$ cat src/hdl/dllm_pkg.sv
`timescale 1ns / 1ps
// Shared types and command codes for the doubly linked list manager.
package dllm_pkg;

    localparam logic [1:0] CMD_INS_HEAD = 2'd0;
    localparam logic [1:0] CMD_APP_TAIL = 2'd1;
    localparam logic [1:0] CMD_REMOVE   = 2'd2;

    typedef struct packed {
        logic [1:0] cmd;
        logic [5:0] item_slot;
        logic [1:0] target_list;
    } t_dllm_cmd;

    typedef struct packed {
        logic       ok;
        logic [1:0] affected_list;
        logic       head_valid;
        logic [5:0] head_slot;
        logic [5:0] tail_slot;
        logic [6:0] list_length;
    } t_dllm_res;

    typedef enum logic [1:0] {
        S_CLEAR,
        S_IDLE,
        S_EXEC,
        S_EXEC2
    } t_dllm_state;

endpackage

$ cat src/hdl/doubly_linked_list_manager_unit.sv
`timescale 1ns / 1ps
// Doubly linked list manager: link memories, list table and command sequencer.
// Result: the result strobe is registered from the EXEC state, or from EXEC2 when a
// command needs a second link write (inserts into non-empty lists).
// Commands do not overlap: a new one is taken only in IDLE, as each link RAM has a single write port.
// Reset: clears lists and config, then sweeps every owner RAM entry to zero (busy high).
// The receiver cannot stall: o_res_valid is high for exactly one cycle per result word.
module doubly_linked_list_manager_unit
    import dllm_pkg::*;
#(
    parameter int NUM_SLOTS = 64,
    parameter int NUM_LISTS = 4
) (
    input  logic      i_clk,
    input  logic      i_rst_n,
    input  logic      start,
    output logic      busy,
    input  t_dllm_cmd i_cmd,
    output logic      o_res_valid,
    output t_dllm_res o_result,
    input  logic      i_cfg_valid,
    output logic      o_cfg_ready,
    input  logic      i_cfg_data
);

    localparam int SW  = $clog2(NUM_SLOTS);
    localparam int LW  = $clog2(NUM_SLOTS + 1);
    localparam int LLW = (NUM_LISTS > 1) ? $clog2(NUM_LISTS) : 1;
    localparam int OW  = $clog2(NUM_LISTS + 1);

    t_dllm_state r_state, n_state;

    logic           r_circ;
    logic [1:0]     r_cmd;
    logic [SW-1:0]  r_slot;
    logic [1:0]     r_tgt;
    logic           r_slot_ok;
    logic           r_list_ok;
    logic [SW-1:0]  r_clr_cnt;

    logic           r_lhv  [NUM_LISTS];
    logic [SW-1:0]  r_lh   [NUM_LISTS];
    logic           r_ltv  [NUM_LISTS];
    logic [SW-1:0]  r_lt   [NUM_LISTS];
    logic [LW-1:0]  r_llen [NUM_LISTS];

    logic           r_w2n_en, n_w2n_en;
    logic [SW-1:0]  r_w2n_a, n_w2n_a, r_w2n_d, n_w2n_d;
    logic           r_w2p_en, n_w2p_en;
    logic [SW-1:0]  r_w2p_a, n_w2p_a, r_w2p_d, n_w2p_d;

    logic           r_res_vld, n_res_vld;
    t_dllm_res      r_res, n_res;

    // list table update
    logic           n_lhv, n_ltv, l_wr;
    logic [SW-1:0]  n_lh, n_lt;
    logic [LW-1:0]  n_llen;

    // RAM ports
    logic           nx_we, pv_we, ow_we;
    logic [SW-1:0]  nx_wa, nx_wd, pv_wa, pv_wd, ow_wa;
    logic [OW-1:0]  ow_wd;
    logic [SW-1:0]  nx_ra, slot_ra;
    logic [SW-1:0]  nx_rd, pv_rd;
    logic [OW-1:0]  ow_rd;

    // execute stage
    logic           w1n_en, w1p_en;
    logic [SW-1:0]  w1n_a, w1n_d, w1p_a, w1p_d;
    logic           w1o_en;
    logic [OW-1:0]  w1o_d;
    logic           ins_ok, rem_ok, res_ok, need_w2;
    logic [LLW-1:0] tgt_l, own_l, lsel;
    logic           c_hv, c_tv;
    logic [SW-1:0]  c_h, c_t;
    logic [LW-1:0]  c_len;

    assign o_cfg_ready = 1'b1;
    assign busy        = (r_state != S_IDLE);
    assign o_res_valid = r_res_vld;
    assign o_result    = r_res;

    assign slot_ra = SW'(i_cmd.item_slot);
    assign nx_ra   = (i_cmd.cmd != CMD_REMOVE && r_circ) ? r_lh[LLW'(i_cmd.target_list)]
                                                         : slot_ra;

    dllm_ram #(.DW(SW), .DEPTH(NUM_SLOTS)) u_next_ram (
        .i_clk  (i_clk),
        .i_we   (nx_we),
        .i_waddr(nx_wa),
        .i_wdata(nx_wd),
        .i_raddr(nx_ra),
        .o_rdata(nx_rd)
    );

    dllm_ram #(.DW(SW), .DEPTH(NUM_SLOTS)) u_prev_ram (
        .i_clk  (i_clk),
        .i_we   (pv_we),
        .i_waddr(pv_wa),
        .i_wdata(pv_wd),
        .i_raddr(slot_ra),
        .o_rdata(pv_rd)
    );

    dllm_ram #(.DW(OW), .DEPTH(NUM_SLOTS)) u_owner_ram (
        .i_clk  (i_clk),
        .i_we   (ow_we),
        .i_waddr(ow_wa),
        .i_wdata(ow_wd),
        .i_raddr(slot_ra),
        .o_rdata(ow_rd)
    );

    // write port steering
    always_comb begin
        nx_we = 1'b0;
        nx_wa = w1n_a;
        nx_wd = w1n_d;
        pv_we = 1'b0;
        pv_wa = w1p_a;
        pv_wd = w1p_d;
        ow_we = 1'b0;
        ow_wa = r_slot;
        ow_wd = w1o_d;
        case (r_state)
            S_CLEAR: begin
                ow_we = 1'b1;
                ow_wa = r_clr_cnt;
                ow_wd = '0;
            end
            S_EXEC: begin
                nx_we = w1n_en;
                pv_we = w1p_en;
                ow_we = w1o_en;
            end
            S_EXEC2: begin
                nx_we = r_w2n_en;
                nx_wa = r_w2n_a;
                nx_wd = r_w2n_d;
                pv_we = r_w2p_en;
                pv_wa = r_w2p_a;
                pv_wd = r_w2p_d;
            end
            default: begin
            end
        endcase
    end

    // command evaluation
    assign tgt_l  = LLW'(r_tgt);
    assign own_l  = LLW'(ow_rd - OW'(1));
    assign ins_ok = r_slot_ok && r_list_ok && (r_cmd == CMD_INS_HEAD || r_cmd == CMD_APP_TAIL)
                    && (ow_rd == '0);
    assign rem_ok = r_slot_ok && (r_cmd == CMD_REMOVE) && (ow_rd != '0)
                    && (32'(ow_rd) <= NUM_LISTS);
    assign lsel   = rem_ok ? own_l : tgt_l;
    assign c_hv   = r_lhv[lsel];
    assign c_h    = r_lh[lsel];
    assign c_tv   = r_ltv[lsel];
    assign c_t    = r_lt[lsel];
    assign c_len  = r_llen[lsel];
    assign res_ok = ins_ok || rem_ok;

    always_comb begin
        n_lhv    = c_hv;
        n_lh     = c_h;
        n_ltv    = c_tv;
        n_lt     = c_t;
        n_llen   = c_len;
        l_wr     = res_ok;
        w1n_en   = 1'b0;
        w1n_a    = r_slot;
        w1n_d    = r_slot;
        w1p_en   = 1'b0;
        w1p_a    = r_slot;
        w1p_d    = r_slot;
        w1o_en   = res_ok;
        w1o_d    = '0;
        n_w2n_en = 1'b0;
        n_w2n_a  = r_slot;
        n_w2n_d  = r_slot;
        n_w2p_en = 1'b0;
        n_w2p_a  = r_slot;
        n_w2p_d  = r_slot;
        if (ins_ok) begin
            w1o_d  = OW'(tgt_l) + OW'(1);
            n_llen = c_len + LW'(1);
            if (r_circ) begin
                if (c_hv) begin
                    w1n_en   = 1'b1;
                    w1n_a    = c_h;
                    w1p_en   = 1'b1;
                    w1p_a    = nx_rd;
                    n_w2n_en = 1'b1;
                    n_w2n_d  = nx_rd;
                    n_w2p_en = 1'b1;
                    n_w2p_d  = c_h;
                end else begin
                    w1n_en = 1'b1;
                    w1p_en = 1'b1;
                    n_lhv  = 1'b1;
                    n_lh   = r_slot;
                end
            end else if (r_cmd == CMD_INS_HEAD) begin
                n_lhv = 1'b1;
                n_lh  = r_slot;
                if (c_hv) begin
                    w1n_en   = 1'b1;
                    w1n_d    = c_h;
                    w1p_en   = 1'b1;
                    w1p_a    = c_h;
                    n_w2p_en = 1'b1;
                end else begin
                    w1n_en = 1'b1;
                    w1p_en = 1'b1;
                    n_ltv  = 1'b1;
                    n_lt   = r_slot;
                end
            end else begin
                n_ltv = 1'b1;
                n_lt  = r_slot;
                if (c_tv) begin
                    w1p_en   = 1'b1;
                    w1p_d    = c_t;
                    w1n_en   = 1'b1;
                    w1n_a    = c_t;
                    n_w2n_en = 1'b1;
                end else begin
                    w1n_en = 1'b1;
                    w1p_en = 1'b1;
                    n_lhv  = 1'b1;
                    n_lh   = r_slot;
                end
            end
        end else if (rem_ok) begin
            if (c_len != '0) begin
                n_llen = c_len - LW'(1);
            end
            w1n_a = pv_rd;
            w1n_d = nx_rd;
            w1p_a = nx_rd;
            w1p_d = pv_rd;
            if (r_circ) begin
                w1n_en = 1'b1;
                w1p_en = 1'b1;
                if (c_len <= LW'(1)) begin
                    n_lhv = 1'b0;
                end else if (c_hv && c_h == r_slot) begin
                    n_lh = pv_rd;
                end
            end else begin
                w1p_en = !(c_tv && c_t == r_slot);
                w1n_en = !(c_hv && c_h == r_slot);
                if (c_hv && c_h == r_slot) begin
                    n_lhv = !(c_tv && c_t == r_slot);
                    n_lh  = nx_rd;
                end
                if (c_tv && c_t == r_slot) begin
                    n_ltv = !(c_hv && c_h == r_slot);
                    n_lt  = pv_rd;
                end
            end
        end
    end

    assign need_w2 = n_w2n_en || n_w2p_en;

    // result word
    always_comb begin
        n_res               = '0;
        n_res.ok            = res_ok;
        n_res.affected_list = rem_ok ? 2'(own_l) : r_tgt;
        if (res_ok || r_list_ok) begin
            n_res.head_valid  = res_ok ? n_lhv : c_hv;
            n_res.head_slot   = n_res.head_valid ? 6'(res_ok ? n_lh : c_h) : 6'd0;
            n_res.tail_slot   = (!r_circ && (res_ok ? n_ltv : c_tv))
                                ? 6'(res_ok ? n_lt : c_t) : 6'd0;
            n_res.list_length = 7'(res_ok ? n_llen : c_len);
        end
    end

    // sequencer
    always_comb begin
        n_state   = r_state;
        n_res_vld = 1'b0;
        case (r_state)
            S_CLEAR: begin
                if (r_clr_cnt == SW'(NUM_SLOTS - 1)) begin
                    n_state = S_IDLE;
                end
            end
            S_IDLE: begin
                if (start) begin
                    n_state = S_EXEC;
                end
            end
            S_EXEC: begin
                if (need_w2) begin
                    n_state = S_EXEC2;
                end else begin
                    n_state   = S_IDLE;
                    n_res_vld = 1'b1;
                end
            end
            S_EXEC2: begin
                n_state   = S_IDLE;
                n_res_vld = 1'b1;
            end
            default: begin
                n_state = S_IDLE;
            end
        endcase
    end

    always_ff @(posedge i_clk) begin
        if (!i_rst_n) begin
            r_state   <= S_CLEAR;
            r_clr_cnt <= '0;
            r_res_vld <= 1'b0;
            r_circ    <= 1'b0;
        end else begin
            r_state   <= n_state;
            r_res_vld <= n_res_vld;
            if (r_state == S_CLEAR) begin
                r_clr_cnt <= r_clr_cnt + SW'(1);
            end
            if (i_cfg_valid && o_cfg_ready) begin
                r_circ <= i_cfg_data;
            end
        end
    end

    always_ff @(posedge i_clk) begin
        if (!i_rst_n) begin
            for (int i = 0; i < NUM_LISTS; i++) begin
                r_lhv[i]  <= 1'b0;
                r_ltv[i]  <= 1'b0;
                r_llen[i] <= '0;
            end
        end else if (r_state == S_EXEC && l_wr) begin
            r_lhv[lsel]  <= n_lhv;
            r_ltv[lsel]  <= n_ltv;
            r_llen[lsel] <= n_llen;
        end
    end

    always_ff @(posedge i_clk) begin
        if (r_state == S_EXEC && l_wr) begin
            r_lh[lsel] <= n_lh;
            r_lt[lsel] <= n_lt;
        end
    end

    always_ff @(posedge i_clk) begin
        if (r_state == S_IDLE && start) begin
            r_cmd     <= i_cmd.cmd;
            r_slot    <= SW'(i_cmd.item_slot);
            r_tgt     <= i_cmd.target_list;
            r_slot_ok <= (32'(i_cmd.item_slot) < NUM_SLOTS);
            r_list_ok <= (32'(i_cmd.target_list) < NUM_LISTS);
        end
        if (r_state == S_EXEC) begin
            r_res    <= n_res;
            r_w2n_en <= n_w2n_en;
            r_w2n_a  <= n_w2n_a;
            r_w2n_d  <= n_w2n_d;
            r_w2p_en <= n_w2p_en;
            r_w2p_a  <= n_w2p_a;
            r_w2p_d  <= n_w2p_d;
        end
    end

endmodule

$ cat src/hdl/dllm_ram.sv
`timescale 1ns / 1ps
// Single write port, single read port RAM with registered read data.
module dllm_ram #(
    parameter int DW    = 6,
    parameter int DEPTH = 64
) (
    input  logic                     i_clk,
    input  logic                     i_we,
    input  logic [$clog2(DEPTH)-1:0] i_waddr,
    input  logic [DW-1:0]            i_wdata,
    input  logic [$clog2(DEPTH)-1:0] i_raddr,
    output logic [DW-1:0]            o_rdata
);

    logic [DW-1:0] r_mem [DEPTH];
    logic [DW-1:0] r_rdata;

    always_ff @(posedge i_clk) begin
        if (i_we) begin
            r_mem[i_waddr] <= i_wdata;
        end
    end

    always_ff @(posedge i_clk) begin
        r_rdata <= r_mem[i_raddr];
    end

    assign o_rdata = r_rdata;

endmodule
$ cat config.mk
export PLATFORM = sky130hd
export DESIGN_NAME = doubly_linked_list_manager_unit
export DESIGN_NICKNAME = d
export VERILOG_FILES = /design/src/hdl/dllm_pkg.sv /design/src/hdl/doubly_linked_list_manager_unit.sv /design/src/hdl/dllm_ram.sv
export SDC_FILE = /design/constraint.sdc
export NUM_CORES = 1
export LEC_CHECK = 0
export ABC_CLOCK_PERIOD_IN_PS = 9800
export CORE_UTILIZATION = 29
export CTS_BUF_LIST = sky130_fd_sc_hd__clkbuf_16
export DETAILED_ROUTE_END_ITERATION = 12
export DONT_BUFFER_PORTS = 1
export SETUP_SLACK_MARGIN = 0.5
export SYNTH_ARGS = -nofsm -noshare
export SYNTH_HDL_FRONTEND = slang
export SYNTH_SLANG_ARGS = --single-unit
$ cat constraint.sdc
create_clock -name i_clk -period 9.8 [get_ports i_clk]
set_input_delay 1.96 -clock i_clk [delete_from_list [all_inputs] [get_ports i_clk]]
set_output_delay 1.96 -clock i_clk [all_outputs]
set_load 0.005 [all_outputs]
Word-level counts from Yosys, hierarchy flattened --
Memory sizes are Yosys's and may differ from the RTL's. A register that Yosys moved wholly into a read port is not among the register bits. Cells that the tools add are included.
Word-level totals: flip-flop bits (word level) 63, RAM bits 1044, input port bits 15, output and inout bits 26, word-level logic and storage cells 179, memories 8
Memories:
- u_next_ram.r_mem | words 64, bits a word 6, read ports 1, clocked after Yosys merged registers in 1, write ports 1, line dllm_ram.sv:15 | logic [DW-1:0] r_mem [DEPTH];
- u_prev_ram.r_mem | words 64, bits a word 6, read ports 1, clocked after Yosys merged registers in 1, write ports 1, line dllm_ram.sv:15
- u_owner_ram.r_mem | words 64, bits a word 3, read ports 1, clocked after Yosys merged registers in 1, write ports 1, line dllm_ram.sv:15
- r_llen | words 4, bits a word 7, read ports 1, clocked after Yosys merged registers in 0, write ports 4, line doubly_linked_list_manager_unit.sv:45 | logic [LW-1:0] r_llen [NUM_LISTS];
- r_lh | words 4, bits a word 6, read ports 2, clocked after Yosys merged registers in 0, write ports 1, line doubly_linked_list_manager_unit.sv:42 | logic [SW-1:0] r_lh [NUM_LISTS];
- r_lt | words 4, bits a word 6, read ports 1, clocked after Yosys merged registers in 0, write ports 1, line doubly_linked_list_manager_unit.sv:44 | logic [SW-1:0] r_lt [NUM_LISTS];
- 2 more memories
Cells by class: add/sub/neg operators 5, order comparisons 2, eq/ne operators 12, mux-type cells 110, reduce and logical (&&, ||, !) cells 24
Operators with widths (count):
- $mux 6 | 43
- $mux 1 | 48
- $mux 7 | 5
- $mux 2 | 7
- $eq 6x6->1 | 2
- $logic_and 1x1->1 | 9
- $pmux 1 s2 | 4
- $pmux 2 s4 | 1
- $add 7x1->7 const B | 1
- $le 7x1->1 const B | 1
- $reduce_bool 7->1 | 1
- $reduce_or 7->1 | 1
- $sub 7x1->7 const B | 1
- $add 6x1->6 const B | 1
- $eq 2x2->1 const B | 3
- $eq 6x6->1 const B | 1
- $mux 3 | 2
- $ne 2x2->1 const B | 3
- $eq 2x1->1 const B | 2
- $logic_not 2->1 | 2
- $add 2x1->3 const B | 1
- $le 3x3->1 const B | 1
- $logic_not 1->1 | 3
- $logic_not 3->1 | 1
- other kinds (6) | 9

Logic depth before layout (Yosys ltp) --
An unclocked memory read counts as a cell.
depth after elaboration 14, mapped depth 17, mapped depth without buffers 15

Hierarchy --
A second synthesis with hierarchy kept.
Unflattened totals: cells, all modules 2682, area, all modules 46818.7 µm²
Modules (own cells, without submodules):
- dllm_ram (u_prev_ram) | times used 1, cells each 720, area an instance 15225.9 µm²
- dllm_ram (u_next_ram) | times used 1, cells each 727, area an instance 15177.1 µm²
- doubly_linked_list_manager_unit | times used 1, cells each 812, area an instance 8552.0 µm²
- dllm_ram (u_owner_ram) | times used 1, cells each 423, area an instance 7863.8 µm²

Worst setup path after synthesis --
No wires, ideal clock.
path kind register -> register, start point register u_owner_ram.r_rdata[0], in the netlist u_owner_ram.o_rdata[0], read port of u_owner_ram.r_mem, end point memory u_next_ram.r_mem[0][5] (data pin), setup time 583 ps, arrival time 4438 ps, data required time 9217 ps, setup slack 4779 ps, cell stages (with the launch flop) 11, cells stage by stage dfxtp_1 inv_1 ha_1 xnor2_1 nand3_2 nand2_8 mux4_2 clkbuf_1 nor2_1 nand3_1 a41oi_1
Between the ends: word-level cells in the longest chain between the ends 10, elaborated cells on any way between the ends 16, classes of those cells 1 x add/sub; 1 x order compare; 7 x mux; 5 x reduce/logical; 2 x memory
RTL lines:
- start: declaration | line dllm_ram.sv:16 | logic [DW-1:0] r_rdata;
- branches (longest 8 deep; another with $mem_v2 4x6)
- $mux 6 * | line doubly_linked_list_manager_unit.sv:186 | if (ins_ok) begin
- $mux 6 * | line doubly_linked_list_manager_unit.sv:126 | case (r_state)
- named net nx_wd[5] | line doubly_linked_list_manager_unit.sv:62 | logic [SW-1:0] nx_wa, nx_wd, pv_wa, pv_wd, ow_wa;
- end: declaration | line dllm_ram.sv:15
Mark *: on every way through the listed nets, which the timed path passes.

Worst setup path in the final report --
start point register r_cmd[1], end point memory u_prev_ram.r_mem[9][5], enable pin
Between the ends: word-level cells in the longest chain between the ends 14, elaborated cells on any way between the ends 28, classes of those cells 3 x eq/ne; 14 x mux; 7 x reduce/logical; 4 x memory
RTL lines:
- start: declaration | line doubly_linked_list_manager_unit.sv:34 | logic [1:0] r_cmd;
- start signal: assignment | line doubly_linked_list_manager_unit.sv:357 | r_cmd <= i_cmd.cmd;
- $eq 2x2->1 | line doubly_linked_list_manager_unit.sv:155 | assign rem_ok = r_slot_ok && (r_cmd == CMD_REMOVE) && (ow_rd != '0)
- $logic_and 1x1->1 | line doubly_linked_list_manager_unit.sv:155
- $logic_and 1x1->1 | line doubly_linked_list_manager_unit.sv:156 | && (32'(ow_rd) <= NUM_LISTS);
- $mux 2 | line doubly_linked_list_manager_unit.sv:157 | assign lsel = rem_ok ? own_l : tgt_l;
- $mem_v2 4x6
- $eq 6x6->1 | line doubly_linked_list_manager_unit.sv:253 | w1p_en = !(c_tv && c_t == r_slot);
- $logic_and 1x1->1 | line doubly_linked_list_manager_unit.sv:253
- $logic_not 1->1 | line doubly_linked_list_manager_unit.sv:253
- $mux 1 | line doubly_linked_list_manager_unit.sv:244 | if (r_circ) begin
- $mux 1 | line doubly_linked_list_manager_unit.sv:236 | end else if (rem_ok) begin
- $mux 1 | line doubly_linked_list_manager_unit.sv:186
- $pmux 1 s2 | line doubly_linked_list_manager_unit.sv:126
- $mux 1 | line dllm_ram.sv:19 | if (i_we) begin
- $mux 1 (not written as such) | line dllm_ram.sv:20 | r_mem[i_waddr] <= i_wdata;
- end: declaration | line dllm_ram.sv:15
Several ways; a longest one is shown, not always the timed one.

==> impl_metrics.env <==
export IMPL_required_ns=10.13
export IMPL_finalCritPeriodShare_pct=73.1
export IMPL_num_io_pins=41
export IMPL_htree_levels=3
export IMPL_worstSetupPathType="register to register"
export IMPL_cts_tree="done"
export IMPL_finalPower_w=0.0107
export IMPL_clock_skew_ns=0.0649
export IMPL_dp_hpwl_um=73300
export IMPL_layout_commonest_cell="edfxtp_1"
export IMPL_outcome="finished clean"
export IMPL_power_density_nw_per_um2=199
export IMPL_r2r_cells=10
export IMPL_clock_latency_ns=0.74
export IMPL_ys_types=86
export IMPL_crit_fanout=20
export IMPL_drt_pass1_iter_count=5
export IMPL_drt_iter0_markers=3340
export IMPL_hold_class="register to register"
export IMPL_rsz0062_at_grt="no"
export IMPL_die_x_um=407
export IMPL_synth_xor_area_share_pct=0.274
export IMPL_fin_nets=3117
export IMPL_syn_num_nets=3150
export IMPL_finalMaxSlewViolations=0
export IMPL_finalSetupViolCount=0
export IMPL_syn_area_um2=47500
export IMPL_route_detailed_drc=0
export IMPL_postCtsSetupRepairBufs=0
export IMPL_die_area_um2=165000
export IMPL_vias=27800
export IMPL_max_clock_freq_ghz=0.140
export IMPL_syn_inst=3127
export IMPL_clk_pin_slew_worst_paths_ns=0.06
export IMPL_numPortBuffers=0
export IMPL_num_rows=148
export IMPL_initial_core_util_pct=29.2
export IMPL_hold_ws_ns=0.512
export IMPL_final_cell_mix="1091 x edfxtp_1, 477 x nand2_1, 230 x nand3_1"
export IMPL_synth_fa_ha_area_share_pct=0.211
export IMPL_cts_resized=0
export IMPL_finalHoldViolCount=0
export IMPL_ys_warn_count=0
export IMPL_ys_ff_latch=1122
export IMPL_synthToLayoutAreaGrowth_pct=13.1
export IMPL_antenna_found_initial=2
export IMPL_cp_end_kind="register"
export IMPL_first_global_vias=27000
export IMPL_grt_overflow=0
export IMPL_critPathLaunchType="register"
export IMPL_synth_flop_cell="edfxtp_1"
export IMPL_clk_path_buf_depth=3
export IMPL_grt_start_max_net_pins=148
export IMPL_grt_pass1_wl_um=179000
export IMPL_fillCellCount=15600
export IMPL_finalWirelength_um=120000
export IMPL_synthSimpleGateAreaFrac_pct=10.8
export IMPL_coreArea_um2=163000
export IMPL_die_y_um=407
export IMPL_ir_worst_vdd_mv=0.171
export IMPL_min_period_ns=7.17
export IMPL_ys_seq_area_share_pct=70.3
export IMPL_drv_cap=0
export IMPL_whs_path_depth=2
export IMPL_muxShareOfSynthArea_pct=10.9
export IMPL_synth_compound_area_share_pct=5.53
export IMPL_drive_gt1_share_pct=15.4
export IMPL_crit_arrival_ns=7.50
export IMPL_numCtsBuffers=109
export IMPL_synth_edf_count=1091
export IMPL_relSlewSlack_pct=13.0
export IMPL_clockRootBuffer="clkbuf_16"
export IMPL_tightest_slew_ns=1.29
export IMPL_place_congestion=0.910
export IMPL_wl_per_cell_um=22.4
export IMPL_drt_vias_per_instance=5.18
export IMPL_grtUsageTotal_pct=14.4
export IMPL_synth_top_family_by_area="multiplexers"
export IMPL_clock_sinks=1122
export IMPL_avgSynthCellArea_um2=15.2
export IMPL_setup_tns_ns=0
export IMPL_p_leak_nw=16.7
export IMPL_hold_buffers=0
export IMPL_ys_async_sr_fraction_pct=0
export IMPL_ant_nets=0
==> critical path: stages, from the launching register on <==
cell	delay, ns
edfxtp_1	0.44
nor2b_1	0.78
nand3_1	0.75
nand2_1	0.65
inv_2	0.33
mux4_2	0.56
a21oi_1	0.90
o21bai_1	0.31
a31oi_1	0.69
nand2_1	0.24
nor4b_1	1.09
==> layout make-up <==
class	count	area, µm²	area share [%]
clock buffer	110	2750	5.12
tap	2175	2720	5.06
inverter	38	148	0.275
sequential	1122	33400	62.1
clock inverter	97	895	1.66
timing repair buffer	55	413	0.768
multi-input combinational	1768	13400	25.0
antenna	1	2.50	0.00466
==> report_power, final <==
part / internal (W) / leakage [nW] / switching (W) / total [W]
Sequential: 0.00540 / 9.99 / 0.0000361 / 0.00544
Clock: 0.00240 / 1.84 / 0.00186 / 0.00426
Combinational: 0.000292 / 4.88 / 0.000721 / 0.00101
Total: 0.00810 / 16.7 / 0.00262 / 0.0107
==> cell usage after synthesis (7+ instances only) <==
cell         n  area (µm²)
a31oi_1     32         200
nor2_1     182         683
buf_1       38         143
o221ai_1     8        70.1
buf_2       20         100
clkbuf_1   138         518
a32oi_1     13         114
a21oi_1     49         245
nor2b_1      9        56.3
a22oi_1      9        67.6
o31ai_1     11        82.6
nand4_1      7        43.8
a211oi_1    30         225
nand2b_1    33         206
a311o_1     12         120
or3_1        7        43.8
and2_1      11        68.8
a21boi_0    13        97.6
edfxtp_1  1091       32800
o211ai_1    15         113
a21o_1      11        82.6
o21ai_0     53         265
xnor2_1      8        70.1
nor3_1      73         365
nand3_1    230        1150
mux2_2       9         101
and3_1      37         231
dfxtp_1     31         621
nor4_1      23         144
a311oi_1    34         298
mux4_2     211        4750
nor4b_1      8        70.1
inv_1       33         124
nand2_1    477        1790
mux2i_1     34         340
ha_1         8         100
==> path summary, 6_finish.rpt <==
kind,start,end,slack (ns)
max,r_cmd[1]$_DFFE_PP_,u_prev_ram.r_mem[9][5]$_DFFE_PP_,2.63
min reg2reg,r_state[0]$_SDFFE_PN0P_,r_state[0]$_SDFFE_PN0P_,0.51
min,r_state[0]$_SDFFE_PN0P_,r_state[0]$_SDFFE_PN0P_,0.51
max reg2reg,r_cmd[1]$_DFFE_PP_,u_prev_ram.r_mem[9][5]$_DFFE_PP_,2.63
==> stage by stage <==
stage               instance area, µm²  cells  utilization [%]  setup WS (ns)
detailed placement               50100   5158             30.8           2.80
CTS                              53700   5365             33.0           2.75
floorplan                        47500   3127                -           4.78
finish                           53700   5366             33.0           2.63
global route                     53700   5365             33.0           2.14
global placement                 50100   5158             30.8           3.02
==> cells by family after synthesis <==
logic type / after synthesis
compound gates: 361
xor+xnor: 14
fa+ha+maj: 8
buf+inv: 237
flops: 1122
mux: 254
other cells: 1
simple gates: 1130
==> state kept, by name, summed over array words and instances (netlist names), 23 cells and up <==
name               count
u_prev_ram.r_mem     384
o_result              23
r_lh                  24
u_owner_ram.r_mem    192
r_lt                  24
r_llen                28
u_next_ram.r_mem     384
==> metal layers <==
| metal | global-route usage (%) | wire [µm] | share of wire (%) | vias up |
|---|---|---|---|---|
| li1 | - | - | - | 12200 |
| met1 | 19.7 | 51300 | 43 | 14200 |
| met2 | 23.0 | 56700 | 47 | 1221 |
| met3 | 3.14 | 9450 | 7.9 | 205 |
| met4 | 3.62 | 2820 | 2.3 | 0 |
| met5 | 0 | 0 | 0 | - |
Note: power is estimated with default switching activity, not from simulation.
